File: src/design/gou_pkg.sv
// Package of the grain orientation update block: sizes, word types and helpers.
// Used by every module of the block and by its port checker; depends on nothing.
package gou_pkg;

   localparam int GRID_SIDE      = 64;
   localparam int ORIENT_BITS    = 8;
   localparam int DEPTH          = GRID_SIDE * GRID_SIDE;
   localparam int ADDR_W         = $clog2(DEPTH);

   localparam int COORD_W        = 6;
   localparam int FIELD_ORIENT_W = 8;
   localparam int RAND_W         = 16;
   localparam int POS_W          = COORD_W + 2;

   localparam int NB_NUM         = 8;
   localparam int NB_IDX_W       = $clog2(NB_NUM);
   localparam int CNT_W          = $clog2(NB_NUM + 1);
   localparam int SLOT_W         = $clog2(NB_NUM + 1);
   localparam int MOD_W          = CNT_W + 2;
   localparam int RAND_STEPS     = RAND_W / 2;

   localparam int QUEUE_DEPTH    = 2;
   localparam int QPTR_W         = $clog2(QUEUE_DEPTH);
   localparam int QCNT_W         = $clog2(QUEUE_DEPTH + 1);

   // Items that can be inside the block at once: queue, the one at work, the held result.
   localparam int OUTSTANDING_MAX = QUEUE_DEPTH + 2;
   localparam int PEND_W          = $clog2(OUTSTANDING_MAX + 1);

   // Neighbor offsets (row, column), in the fixed candidate order.
   localparam logic signed [1:0] NB_DX [NB_NUM] = '{
      2'sb00, 2'sb00, 2'sb01, 2'sb11, 2'sb01, 2'sb01, 2'sb11, 2'sb11
   };
   localparam logic signed [1:0] NB_DY [NB_NUM] = '{
      2'sb01, 2'sb11, 2'sb00, 2'sb00, 2'sb01, 2'sb11, 2'sb01, 2'sb11
   };

   typedef enum logic {
      ACT_WRITE = 1'b0,
      ACT_EVAL  = 1'b1
   } action_type;

   typedef struct packed {
      action_type                action;
      logic [COORD_W-1:0]        cell_x;
      logic [COORD_W-1:0]        cell_y;
      logic [FIELD_ORIENT_W-1:0] orientation;
      logic [RAND_W-1:0]         random_word;
      logic                      coin;
   } gou_req_type;

   typedef struct packed {
      logic [FIELD_ORIENT_W-1:0] proposed_orientation;
      logic                      viable;
      logic                      changed;
   } gou_rsp_type;

   // A classified item as it waits between the front and the back.
   typedef struct packed {
      action_type             action;
      logic                   center_ok;
      logic [COORD_W-1:0]     cell_x;
      logic [COORD_W-1:0]     cell_y;
      logic [ORIENT_BITS-1:0] orientation;
      logic [NB_NUM-1:0]      nb_mask;
      logic [CNT_W-1:0]       nb_count;
      logic [RAND_W-1:0]      random_word;
      logic                   coin;
   } gou_job_type;

   function automatic logic signed [POS_W-1:0] nb_pos(
      input logic [COORD_W-1:0] base,
      input logic signed [1:0]  off
   );
      return $signed({2'b00, base}) + POS_W'(off);
   endfunction

   function automatic logic pos_in_grid(input logic signed [POS_W-1:0] pos);
      return (pos >= 0) && (pos < GRID_SIDE);
   endfunction

   function automatic logic [ADDR_W-1:0] cell_addr(
      input logic signed [POS_W-1:0] row,
      input logic signed [POS_W-1:0] col
   );
      return ADDR_W'(int'(row) * GRID_SIDE + int'(col));
   endfunction

   // One radix-4 step of a remainder by a small divisor: the remainder stays below it.
   function automatic logic [NB_IDX_W-1:0] mod_step(
      input logic [NB_IDX_W-1:0] rem,
      input logic [1:0]          digit,
      input logic [CNT_W-1:0]    divisor
   );
      logic [MOD_W-1:0] t;
      logic [MOD_W-1:0] d1;
      logic [MOD_W-1:0] d2;
      logic [MOD_W-1:0] d3;
      logic [MOD_W-1:0] r;
      t  = MOD_W'({rem, digit});
      d1 = MOD_W'(divisor);
      d2 = d1 << 1;
      d3 = d1 + d2;
      if (t >= d3) begin
         r = t - d3;
      end else if (t >= d2) begin
         r = t - d2;
      end else if (t >= d1) begin
         r = t - d1;
      end else begin
         r = t;
      end
      return NB_IDX_W'(r);
   endfunction

endpackage

File: src/design/gou_front.sv
// Front of the grain orientation update block: classifies an incoming word.
// Depends on gou_pkg for the word types and the neighbor geometry.
module gou_front (
   input  gou_pkg::gou_req_type req_data,
   output gou_pkg::gou_job_type job_data
);
   import gou_pkg::*;

   logic [NB_NUM-1:0] nb_mask;
   logic [CNT_W-1:0]  nb_count;

   // A neighbor is a candidate only when both of its coordinates fall inside the grid.
   always_comb begin
      nb_mask  = '0;
      nb_count = '0;
      for (int k = 0; k < NB_NUM; k++) begin
         nb_mask[k] = pos_in_grid(nb_pos(req_data.cell_x, NB_DX[k])) &&
                      pos_in_grid(nb_pos(req_data.cell_y, NB_DY[k]));
         nb_count   = nb_count + CNT_W'(nb_mask[k]);
      end
   end

   always_comb begin
      job_data.action      = req_data.action;
      job_data.center_ok   = pos_in_grid(nb_pos(req_data.cell_x, 2'sb00)) &&
                             pos_in_grid(nb_pos(req_data.cell_y, 2'sb00));
      job_data.cell_x      = req_data.cell_x;
      job_data.cell_y      = req_data.cell_y;
      job_data.orientation = ORIENT_BITS'(req_data.orientation);
      job_data.nb_mask     = nb_mask;
      job_data.nb_count    = nb_count;
      job_data.random_word = req_data.random_word;
      job_data.coin        = req_data.coin;
   end

endmodule

File: config.mk
export PLATFORM = sky130hd
export DESIGN_NAME = gou_front
export DESIGN_NICKNAME = d
export VERILOG_FILES = /design/src/design/gou_pkg.sv /design/src/design/gou_front.sv
export SDC_FILE = /design/constraint.sdc
export NUM_CORES = 1
export LEC_CHECK = 0
export BUFFER_PORTS_ARGS = -buffer_cell sky130_fd_sc_hd__clkbuf_2
export CAP_MARGIN = 20
export CORE_MARGIN = 2
export CORE_UTILIZATION = 23
export DETAILED_ROUTE_END_ITERATION = 16
export PLACE_DENSITY = 0.71
export SLEW_MARGIN = 30
export SYNTH_ARGS = -nofsm -noshare
export SYNTH_HDL_FRONTEND = slang
export SYNTH_SLANG_ARGS = --single-unit
File: constraint.sdc
create_clock -name vclk -period 4.8
set_input_delay 0.96 -clock vclk [all_inputs]
set_output_delay 0.96 -clock vclk [all_outputs]
set_load 0.02 [all_outputs]
==> out/qor.yml <==
cp_common_cell: "fa_1"
drtIter0Drc: 7
min_from: "req_data[17]"
cp-start-kind: "input port"
leakage_nw: 0.387
hp-class: "input port to output port"
holdWs_ps: 1920
syn_inst: 85
critPathSlowestCell: "fa_1"
fmax_mhz: 209
comb_power_share: 1.000
grt_overflow_total: 0
die_y_um: 54.7
outcome: "complete, no violations"
finalPower_mw: 0.0556
route.vias.total: 463
seq_power_share: 0
critPathMaxStageDelay_ps: 520
setup_viol: 0
cp_top_family: "adder cells"
vdd_ir_drop_max_uv: 41.2
vias_per_cell: 3.80
crit_arrival_ps: 3830
crit_chain: "buf_6 -> nand2_2 -> or3_4 -> clkinv_4 -> fa_1 -> fa_1 -> fa_1 -> inv_1 -> ha_2 -> inv_2 -> fa_2 -> inv_2 -> buf_8"
dr.pass1.iters: 4
io_buffers: 36
grt_max_degree: 5
layout_setup_ws_ps: 13.4
gp_congestion: 0.636
dp_hpwl_um: 972
yosysSeqAreaShare: 0
diodes: 0
final_cell_mix: "28 x clkbuf_2, 11 x buf_4, 8 x nor2_1, 8 x nand2_1, 7 x inv_1"
hold_viol_final: 0
drc_errors: 0
path_buf_inv: 6
wl_per_cell_um: 9.03
track_usage: 0.0593
synthesis.nets: 130
fin_util: 0.268
wl_um: 1100
synthesis.area_sq_um: 591
p_per_area_mw_per_mm2: 84.6
avgSynthCellArea_sq_um: 6.95
p_sw_mw: 0.0298
pin_count: 89
slew_viol_final: 0
floorplan.initialDensity: 0.241
worstSetupPathType: "input port to output port"
clockBufferCount: 0
fp-row-count: 18
internal_power_mw: 0.0258
grt_pass1_vias: 356
grt_pass1_wl_um: 1390
swShare: 0.536
layout-drive-gt1-share: 0.652
period_needed_ps: 4790
final-seq-area_sq_um: 0
yosysWarnings: 0
crit_required_ps: 3840
worstSetupStartpoint: "req_data[30]"
ant_nets: 0
cts-hold-fix-buffers: 0
core-area_sq_mm: 0.00245
finalCritPeriodShare: 0.997
num-nets-final: 139
dp_worst_setup_slack_ps: -64.2
crit_path_end_kind: "output port"
syn_to_final_growth_pct: 11.2
mostFrequentLayoutCell: "clkbuf_2"
dieArea_sq_mm: 0.00299
antenna_found_initial: 0
drv_cap: 0
cp_max_fo: 2
rsz0062_at_grt: "true"
seq_cell_count: 0
ys_types: 16
nFillCells: 276
die_w_um: 54.7
clockPowerShare: 0
-- what timing repair did --
action,4_1_cts,5_1_grt
resized for setup,8,13
buffers inserted,2,2
pin swaps,0,1
endpoints found under the setup margin,2,2
-- area by class of cell --
| type | instances | area [sq um] | share of cell area |
|---|---|---|---|
| multi-input combinational | 35 | 274 | 0.417 |
| timing repair buffer | 46 | 299 | 0.455 |
| inverter | 11 | 46.3 | 0.0705 |
| tap | 30 | 37.5 | 0.0571 |
-- power groups by stage --
stage               registers (mW)  logic (mW)  clock network (mW)
finish                           0      0.0556                   0
CTS                              0      0.0508                   0
floorplan                        0      0.0667                   0
global route                     0      0.0604                   0
detailed placement               0      0.0464                   0
global placement                 0      0.0462                   0
-- routing by layer --
metal  up-vias  part of all wire  global-route usage
met4         0             0.012              0.0208
met3         4              0.16              0.0109
met5         -                 0                   0
li1        228                 -                   -
met2        34              0.51               0.113
met1       197              0.32              0.0636
-- cell families (layout without fill, tap and decap cells) --
kind of cell / Yosys count / after routing / synth area share
AO/OA/AOI/OAI: 1 / 1 / 0.00847
XOR/XNOR: 1 / 1 / 0.0148
adder cells (fa/ha/maj): 7 / 7 / 0.199
buffers and inverters: 50 / 57 / 0.568
other: 1 / 1 / 0.00635
AND/OR/NAND/NOR: 25 / 25 / 0.203
-- synthesized netlist by cell type --
cell | count | share of area
a21oi_1 | 1 | 0.0085
and3_1 | 2 | 0.021
buf_4 | 39 | 0.50
clkinv_2 | 1 | 0.0085
conb_1 | 1 | 0.0063
fa_1 | 4 | 0.14
ha_1 | 3 | 0.064
inv_1 | 9 | 0.057
inv_2 | 1 | 0.0063
nand2_1 | 10 | 0.064
nor2_1 | 8 | 0.051
nor2_2 | 2 | 0.021
nor2b_1 | 1 | 0.011
nor3_2 | 1 | 0.017
or3_4 | 1 | 0.019
xnor2_1 | 1 | 0.015
-- metrics by stage --
step | TNS, ps | cell area (sq um) | cells
2_1_floorplan | 0 | 598 | 85
3_3_place_gp | -36.6 | 568 | 118
3_5_place_dp | -85.4 | 568 | 118
4_1_cts | -45.2 | 603 | 120
5_1_grt | -134 | 657 | 122
6_report | 0 | 657 | 122
-- path summary, 6_finish.rpt --
check / end / slack [ps] / cells past startpoint
max: job_data[18] / 10 / 13
min: job_data[29] / 1920 / 0
(Power assumes the default switching activity.)
