File: config.mk
export PLATFORM = sky130hd
export DESIGN_NAME = gou_queue
export DESIGN_NICKNAME = d
export VERILOG_FILES = /design/src/design/gou_pkg.sv /design/src/design/gou_queue.sv
export SDC_FILE = /design/constraint.sdc
export NUM_CORES = 1
export LEC_CHECK = 0
export ABC_AREA = 0
export BUFFER_PORTS_ARGS = -buffer_cell sky130_fd_sc_hd__buf_2
export CORE_MARGIN = 4
export CORE_UTILIZATION = 52
export DETAILED_ROUTE_END_ITERATION = 10
export HOLD_SLACK_MARGIN = 0.1
export PLACE_DENSITY = 0.81
export SETUP_SLACK_MARGIN = 0.2
export SYNTH_ARGS = -nofsm -noshare
export SYNTH_HDL_FRONTEND = slang
export SYNTH_SLANG_ARGS = --single-unit
File: constraint.sdc
create_clock -name clock -period 4.22 [get_ports clock]
set_input_delay 1.266 -clock clock [delete_from_list [all_inputs] [get_ports clock]]
set_output_delay 1.266 -clock clock [all_outputs]
set_load 0.01 [all_outputs]
File: src/design/gou_pkg.sv
// Package of the grain orientation update block: sizes, word types and helpers.
// Used by every module of the block and by its port checker; depends on nothing.
package gou_pkg;

   localparam int GRID_SIDE      = 64;
   localparam int ORIENT_BITS    = 8;
   localparam int DEPTH          = GRID_SIDE * GRID_SIDE;
   localparam int ADDR_W         = $clog2(DEPTH);

   localparam int COORD_W        = 6;
   localparam int FIELD_ORIENT_W = 8;
   localparam int RAND_W         = 16;
   localparam int POS_W          = COORD_W + 2;

   localparam int NB_NUM         = 8;
   localparam int NB_IDX_W       = $clog2(NB_NUM);
   localparam int CNT_W          = $clog2(NB_NUM + 1);
   localparam int SLOT_W         = $clog2(NB_NUM + 1);
   localparam int MOD_W          = CNT_W + 2;
   localparam int RAND_STEPS     = RAND_W / 2;

   localparam int QUEUE_DEPTH    = 2;
   localparam int QPTR_W         = $clog2(QUEUE_DEPTH);
   localparam int QCNT_W         = $clog2(QUEUE_DEPTH + 1);

   // Items that can be inside the block at once: queue, the one at work, the held result.
   localparam int OUTSTANDING_MAX = QUEUE_DEPTH + 2;
   localparam int PEND_W          = $clog2(OUTSTANDING_MAX + 1);

   // Neighbor offsets (row, column), in the fixed candidate order.
   localparam logic signed [1:0] NB_DX [NB_NUM] = '{
      2'sb00, 2'sb00, 2'sb01, 2'sb11, 2'sb01, 2'sb01, 2'sb11, 2'sb11
   };
   localparam logic signed [1:0] NB_DY [NB_NUM] = '{
      2'sb01, 2'sb11, 2'sb00, 2'sb00, 2'sb01, 2'sb11, 2'sb01, 2'sb11
   };

   typedef enum logic {
      ACT_WRITE = 1'b0,
      ACT_EVAL  = 1'b1
   } action_type;

   typedef struct packed {
      action_type                action;
      logic [COORD_W-1:0]        cell_x;
      logic [COORD_W-1:0]        cell_y;
      logic [FIELD_ORIENT_W-1:0] orientation;
      logic [RAND_W-1:0]         random_word;
      logic                      coin;
   } gou_req_type;

   typedef struct packed {
      logic [FIELD_ORIENT_W-1:0] proposed_orientation;
      logic                      viable;
      logic                      changed;
   } gou_rsp_type;

   // A classified item as it waits between the front and the back.
   typedef struct packed {
      action_type             action;
      logic                   center_ok;
      logic [COORD_W-1:0]     cell_x;
      logic [COORD_W-1:0]     cell_y;
      logic [ORIENT_BITS-1:0] orientation;
      logic [NB_NUM-1:0]      nb_mask;
      logic [CNT_W-1:0]       nb_count;
      logic [RAND_W-1:0]      random_word;
      logic                   coin;
   } gou_job_type;

   function automatic logic signed [POS_W-1:0] nb_pos(
      input logic [COORD_W-1:0] base,
      input logic signed [1:0]  off
   );
      return $signed({2'b00, base}) + POS_W'(off);
   endfunction

   function automatic logic pos_in_grid(input logic signed [POS_W-1:0] pos);
      return (pos >= 0) && (pos < GRID_SIDE);
   endfunction

   function automatic logic [ADDR_W-1:0] cell_addr(
      input logic signed [POS_W-1:0] row,
      input logic signed [POS_W-1:0] col
   );
      return ADDR_W'(int'(row) * GRID_SIDE + int'(col));
   endfunction

   // One radix-4 step of a remainder by a small divisor: the remainder stays below it.
   function automatic logic [NB_IDX_W-1:0] mod_step(
      input logic [NB_IDX_W-1:0] rem,
      input logic [1:0]          digit,
      input logic [CNT_W-1:0]    divisor
   );
      logic [MOD_W-1:0] t;
      logic [MOD_W-1:0] d1;
      logic [MOD_W-1:0] d2;
      logic [MOD_W-1:0] d3;
      logic [MOD_W-1:0] r;
      t  = MOD_W'({rem, digit});
      d1 = MOD_W'(divisor);
      d2 = d1 << 1;
      d3 = d1 + d2;
      if (t >= d3) begin
         r = t - d3;
      end else if (t >= d2) begin
         r = t - d2;
      end else if (t >= d1) begin
         r = t - d1;
      end else begin
         r = t;
      end
      return NB_IDX_W'(r);
   endfunction

endpackage

File: src/design/gou_queue.sv
// Short queue of classified items between the front and the back.
// Depends on gou_pkg for the item type and the queue depth.
module gou_queue (
   input  logic                 clock,
   input  logic                 reset,
   input  logic                 push,
   input  gou_pkg::gou_job_type push_data,
   output logic                 full,
   input  logic                 pop,
   output gou_pkg::gou_job_type pop_data,
   output logic                 empty
);
   import gou_pkg::*;

   gou_job_type       entry_ff [QUEUE_DEPTH];
   logic [QPTR_W-1:0] wr_ptr_ff, wr_ptr_in;
   logic [QPTR_W-1:0] rd_ptr_ff, rd_ptr_in;
   logic [QCNT_W-1:0] fill_ff, fill_in;

   assign full     = (fill_ff == QCNT_W'(QUEUE_DEPTH));
   assign empty    = (fill_ff == '0);
   assign pop_data = entry_ff[rd_ptr_ff];

   always_comb begin
      wr_ptr_in = wr_ptr_ff;
      rd_ptr_in = rd_ptr_ff;
      if (push) begin
         wr_ptr_in = (wr_ptr_ff == QPTR_W'(QUEUE_DEPTH - 1)) ? '0 : wr_ptr_ff + 1'b1;
      end
      if (pop) begin
         rd_ptr_in = (rd_ptr_ff == QPTR_W'(QUEUE_DEPTH - 1)) ? '0 : rd_ptr_ff + 1'b1;
      end
      fill_in = fill_ff + QCNT_W'(push) - QCNT_W'(pop);
   end

   always_ff @(posedge clock) begin
      if (reset) begin
         wr_ptr_ff <= '0;
         rd_ptr_ff <= '0;
         fill_ff   <= '0;
      end else begin
         wr_ptr_ff <= wr_ptr_in;
         rd_ptr_ff <= rd_ptr_in;
         fill_ff   <= fill_in;
      end
   end

   always_ff @(posedge clock) begin
      if (push) begin
         entry_ff[wr_ptr_ff] <= push_data;
      end
   end

endmodule

==> run summary <==
The run finished with clean final reports. The first-pass GRT wire length is just under 10,000 um. The total track usage is 0.137. The type of element launching the critical path is a flop. The startpoint identified for the worst register-to-register timing path is wr_ptr_ff. The total number of vias is between 1,500 and 2,000. The core region is just under 8000 um2. The number of hold-repair buffers added at the cts stage came out at 0. After detailed routing, the total wire length is ~6400 um. The worst hold path stage count came out at 2. The largest fanout on the critical path is 51. The cell count after synthesis came out at 180. The fraction of final layout cells sized beyond drive strength 1 came out at 0.596. For this run, the number of Yosys warnings is 0.

Walking the worst path, the cells encountered are mux2_2 -> buf_2. The maximum number of pins on one net before global-route repair is 52. The clock insertion delay at the later pin of the skew report came out at roughly 0.34 ns. In this run the count of I/O pins placed on the die edge is ~110. The time the worst path needs with I/O delays and setup came out at 3.18 ns. For this design, the sink count on the clock tree is around 110. The maximum root-to-sink buffer count came out at 2. Counting flops with a built-in enable in the synthesized netlist gives approximately 100. The total leakage power is ~2.0 nW. The number of post-CTS setup repair buffers came out at 0.

The count of max-cap constraint violations came out at 0. Static timing analysis puts the maximum clock frequency at roughly 0.31 GHz. By count the netlist is led by sky130_fd_sc_hd__edfxtp_1, sky130_fd_sc_hd__mux2_4, sky130_fd_sc_hd__buf_12, sky130_fd_sc_hd__dfxtp_1, sky130_fd_sc_hd__nor2_1. The power per cell area came out at around 430 nW/um2. The normalized max-slew margin came out at 0.357.

The worst hold path begins at rd_ptr_ff. The worst clock skew is ~0.0080 ns. The layout-stage area growth over the synthesis result is 18.6%. The logic depth of the worst register-to-register path came out at 2. The count of nets left with antenna violations once routing finished came out at 0.

In this run the worst hold path is classified as reg2reg. The fraction of the yosys area taken by sequential cells came out at 0.762. The net count after synthesis came out at ~240. The weighted congestion at the end of routability-driven global placement came out at around 0.67. VDD sags by at most 234 uV.

The synthesized netlist occupies a cell area of 4150 um2. The first-iteration detailed-routing DRC count came out at 45. The area share of the largest cell type after synthesis came out at 0.738. The count of buffers inserted at the top-level ports is 107. Setup violations remaining at the end of the flow were counted as 0. The post-route fraction of the period consumed by the critical path is 0.754. The setup TNS came out at 0 ns. The worst slack at placement is around 1.4 ns.

After clock tree synthesis, the repair step resized 0 gates. After clock tree synthesis, the clock-pin slew on the worst setup and hold paths is ~0.09 ns. The layout net count is 351.

The endpoint of the worst register-to-register path is entry_ff[1][47]. The stage delay of the slowest cell on the critical path came out at between 0.9 and 1 ns. The detailed placer's ending HPWL is 4490 um. Sorting the synthesized cells by area gives the leading types as sky130_fd_sc_hd__edfxtp_1, sky130_fd_sc_hd__mux2_4, sky130_fd_sc_hd__buf_12, sky130_fd_sc_hd__dfxtp_1, sky130_fd_sc_hd__ha_1. The number of cell rows came out at 32. The layout has around 560 filler cells. Measured along the y axis, the die boundary spans 97.4 um. The post-route DRC violation count came out at 0. For the worst setup path, the data required time is a little under 3 ns. The async set-or-reset flop fraction in the synthesized netlist came out at 0. For this run, the leading register cell type out of synthesis is sky130_fd_sc_hd__edfxtp_1. The transition time at the pin with the least slew margin is around 0.97 ns. Synthesis inferred around 110 register bits. Among all cell types in the netlist, the one instantiated most often is sky130_fd_sc_hd__edfxtp_1. The worst setup path is captured at an output pin. For hold timing, the worst endpoint is rd_ptr_ff.

The average cell area after synthesis is approximately 23 um2. sky130_fd_sc_hd__edfxtp_1 takes more of the synthesized area than any other cell. The number of pins with negative max-slew slack in the final report was 0. The worst setup path is of the reg2out kind. Setup repair after global routing left no endpoint under its margin. The number of vias per cell after detailed routing is 4.89.

CTS placed an instance of sky130_fd_sc_hd__clkbuf_8 at the clock tree root. The number of failing hold endpoints at the final stage came to 0. The area of the die is roughly 9500 um2.

The global route total overflow came out at 0. The cell family contributing the most delay on the critical path is flip-flops. The initial antenna violation count is 0. The TritonCTS buffer count is 9.

The number of different library cells used by synthesis comes to 13. The initial cell density of the core is 0.537. The worst path buffer plus inverter count is 1. The horizontal die dimension is roughly 97 um.

The flop-to-flop setup slack came out at between 2 and 2.5 ns. The first detailed-routing pass ran for 4 iterations. TritonCTS built the clock tree.

The critical path's slowest cell is sky130_fd_sc_hd__dfxtp_4. The post-route non-filler standard cell count came out at about 400. The maximum level of the CTS H-tree is 3. The number of diodes added for antenna fixing came out at 0.

The via count of the first global-routing pass came out at around 2,000. The arrival time at the worst endpoint is 1.92 ns. The number of placed instances with taps included is roughly 390. In the final routed layout, each cell accounts on average for 16.1 um.

The post-route worst setup slack came out at between 1 and 1.5 ns.
## stage by stage
| stage | hold slack, ns | instance area (um2) | power, mW | util |
|---|---|---|---|---|
| after floorplan | 0.480 | 4150 | 1.49 | - |
| after global placement | 0.493 | 4740 | 1.58 | 0.614 |
| after detailed placement | 0.505 | 4740 | 1.60 | 0.614 |
| after CTS | 0.528 | 4920 | 2.16 | 0.637 |
| after global routing | 0.557 | 4920 | 2.23 | 0.637 |
| final | 0.525 | 4920 | 2.14 | 0.637 |
## final cells by class
class | count | area (um2) | area share
timing repair buffer | 109 | 563 | 0.114
multi-input combinational | 65 | 880 | 0.179
clock inverter | 5 | 56.3 | 0.0114
clock buffer | 9 | 124 | 0.0252
sequential | 107 | 3170 | 0.643
tap | 102 | 128 | 0.0259
inverter | 2 | 7.51 | 0.00152
## layout by cell type, fill, tap and decap left out
cell type / netlist / layout
sky130_fd_sc_hd__clkinvlp_4: 0 / 1
sky130_fd_sc_hd__mux2_2: 1 / 1
sky130_fd_sc_hd__nor2b_1: 3 / 2
sky130_fd_sc_hd__bufinv_16: 0 / 1
sky130_fd_sc_hd__buf_12: 5 / 1
sky130_fd_sc_hd__clkinv_2: 0 / 2
sky130_fd_sc_hd__edfxtp_1: 102 / 102
sky130_fd_sc_hd__clkinv_4: 0 / 1
sky130_fd_sc_hd__mux2_4: 50 / 50
sky130_fd_sc_hd__dfxtp_4: 0 / 1
sky130_fd_sc_hd__xnor2_1: 2 / 2
sky130_fd_sc_hd__buf_4: 0 / 1
sky130_fd_sc_hd__ha_1: 2 / 2
sky130_fd_sc_hd__nor2_1: 5 / 5
sky130_fd_sc_hd__nor2b_4: 0 / 1
sky130_fd_sc_hd__buf_2: 0 / 107
sky130_fd_sc_hd__dfxtp_1: 5 / 4
sky130_fd_sc_hd__and2_2: 0 / 1
sky130_fd_sc_hd__inv_1: 2 / 2
sky130_fd_sc_hd__clkbuf_8: 0 / 9
sky130_fd_sc_hd__xnor3_1: 1 / 1
## worst max path at each step
| stage | start | end | slack, ns | cells after the start |
|---|---|---|---|---|
| after floorplan | push | entry_ff[0][0] | 0.23 | 1 |
| after global placement | flop | pop_data[39] | 1.41 | 2 |
| after detailed placement | push | entry_ff[1][50] | 1.37 | 3 |
| after CTS | flop | pop_data[39] | 1.01 | 2 |
| after global routing | flop | pop_data[39] | 0.95 | 2 |
| final | flop | pop_data[39] | 1.04 | 2 |
## flip-flops by register name, indices dropped and copies added, names as in the netlist, named ones only
name and flops:
wr_ptr_ff 1, rd_ptr_ff 1, fill_ff 2, entry_ff 102
## logic make-up (layout without fill, tap and decap cells)
group,count (synthesis),in the layout,share of synthesized area
xor+xnor,3,3,0.00964
fa+ha+maj,2,2,0.00602
mux,51,51,0.183
buf+inv,8,125,0.0286
simple gates,9,9,0.0105
flops,107,107,0.762
## tightest hold or removal path, delay by kind of cell, from the launching register on
family,cells,cell delay [ns]
xor gates and xnor gates,1,0.08
and+or+nand+nor,1,0.07
DFF,1,0.34
## per-layer routing
layer | up-vias | part of all wire | GRT usage
li1 | 921 | - | -
met5 | - | 0 | 0
met2 | 68 | 0.54 | 0.249
met3 | 9 | 0.067 | 0.0438
met4 | 0 | 0.016 | 0.0575
met1 | 954 | 0.37 | 0.145
## power by group
part / total [mW] / internal [mW] / switching [mW] / leakage [nW]
Sequential: 1.28 / 1.24 / 0.0458 / 1.00
Combinational: 0.280 / 0.163 / 0.117 / 0.879
Clock: 0.575 / 0.267 / 0.308 / 0.0909
Power figures use the tool's default switching activity.
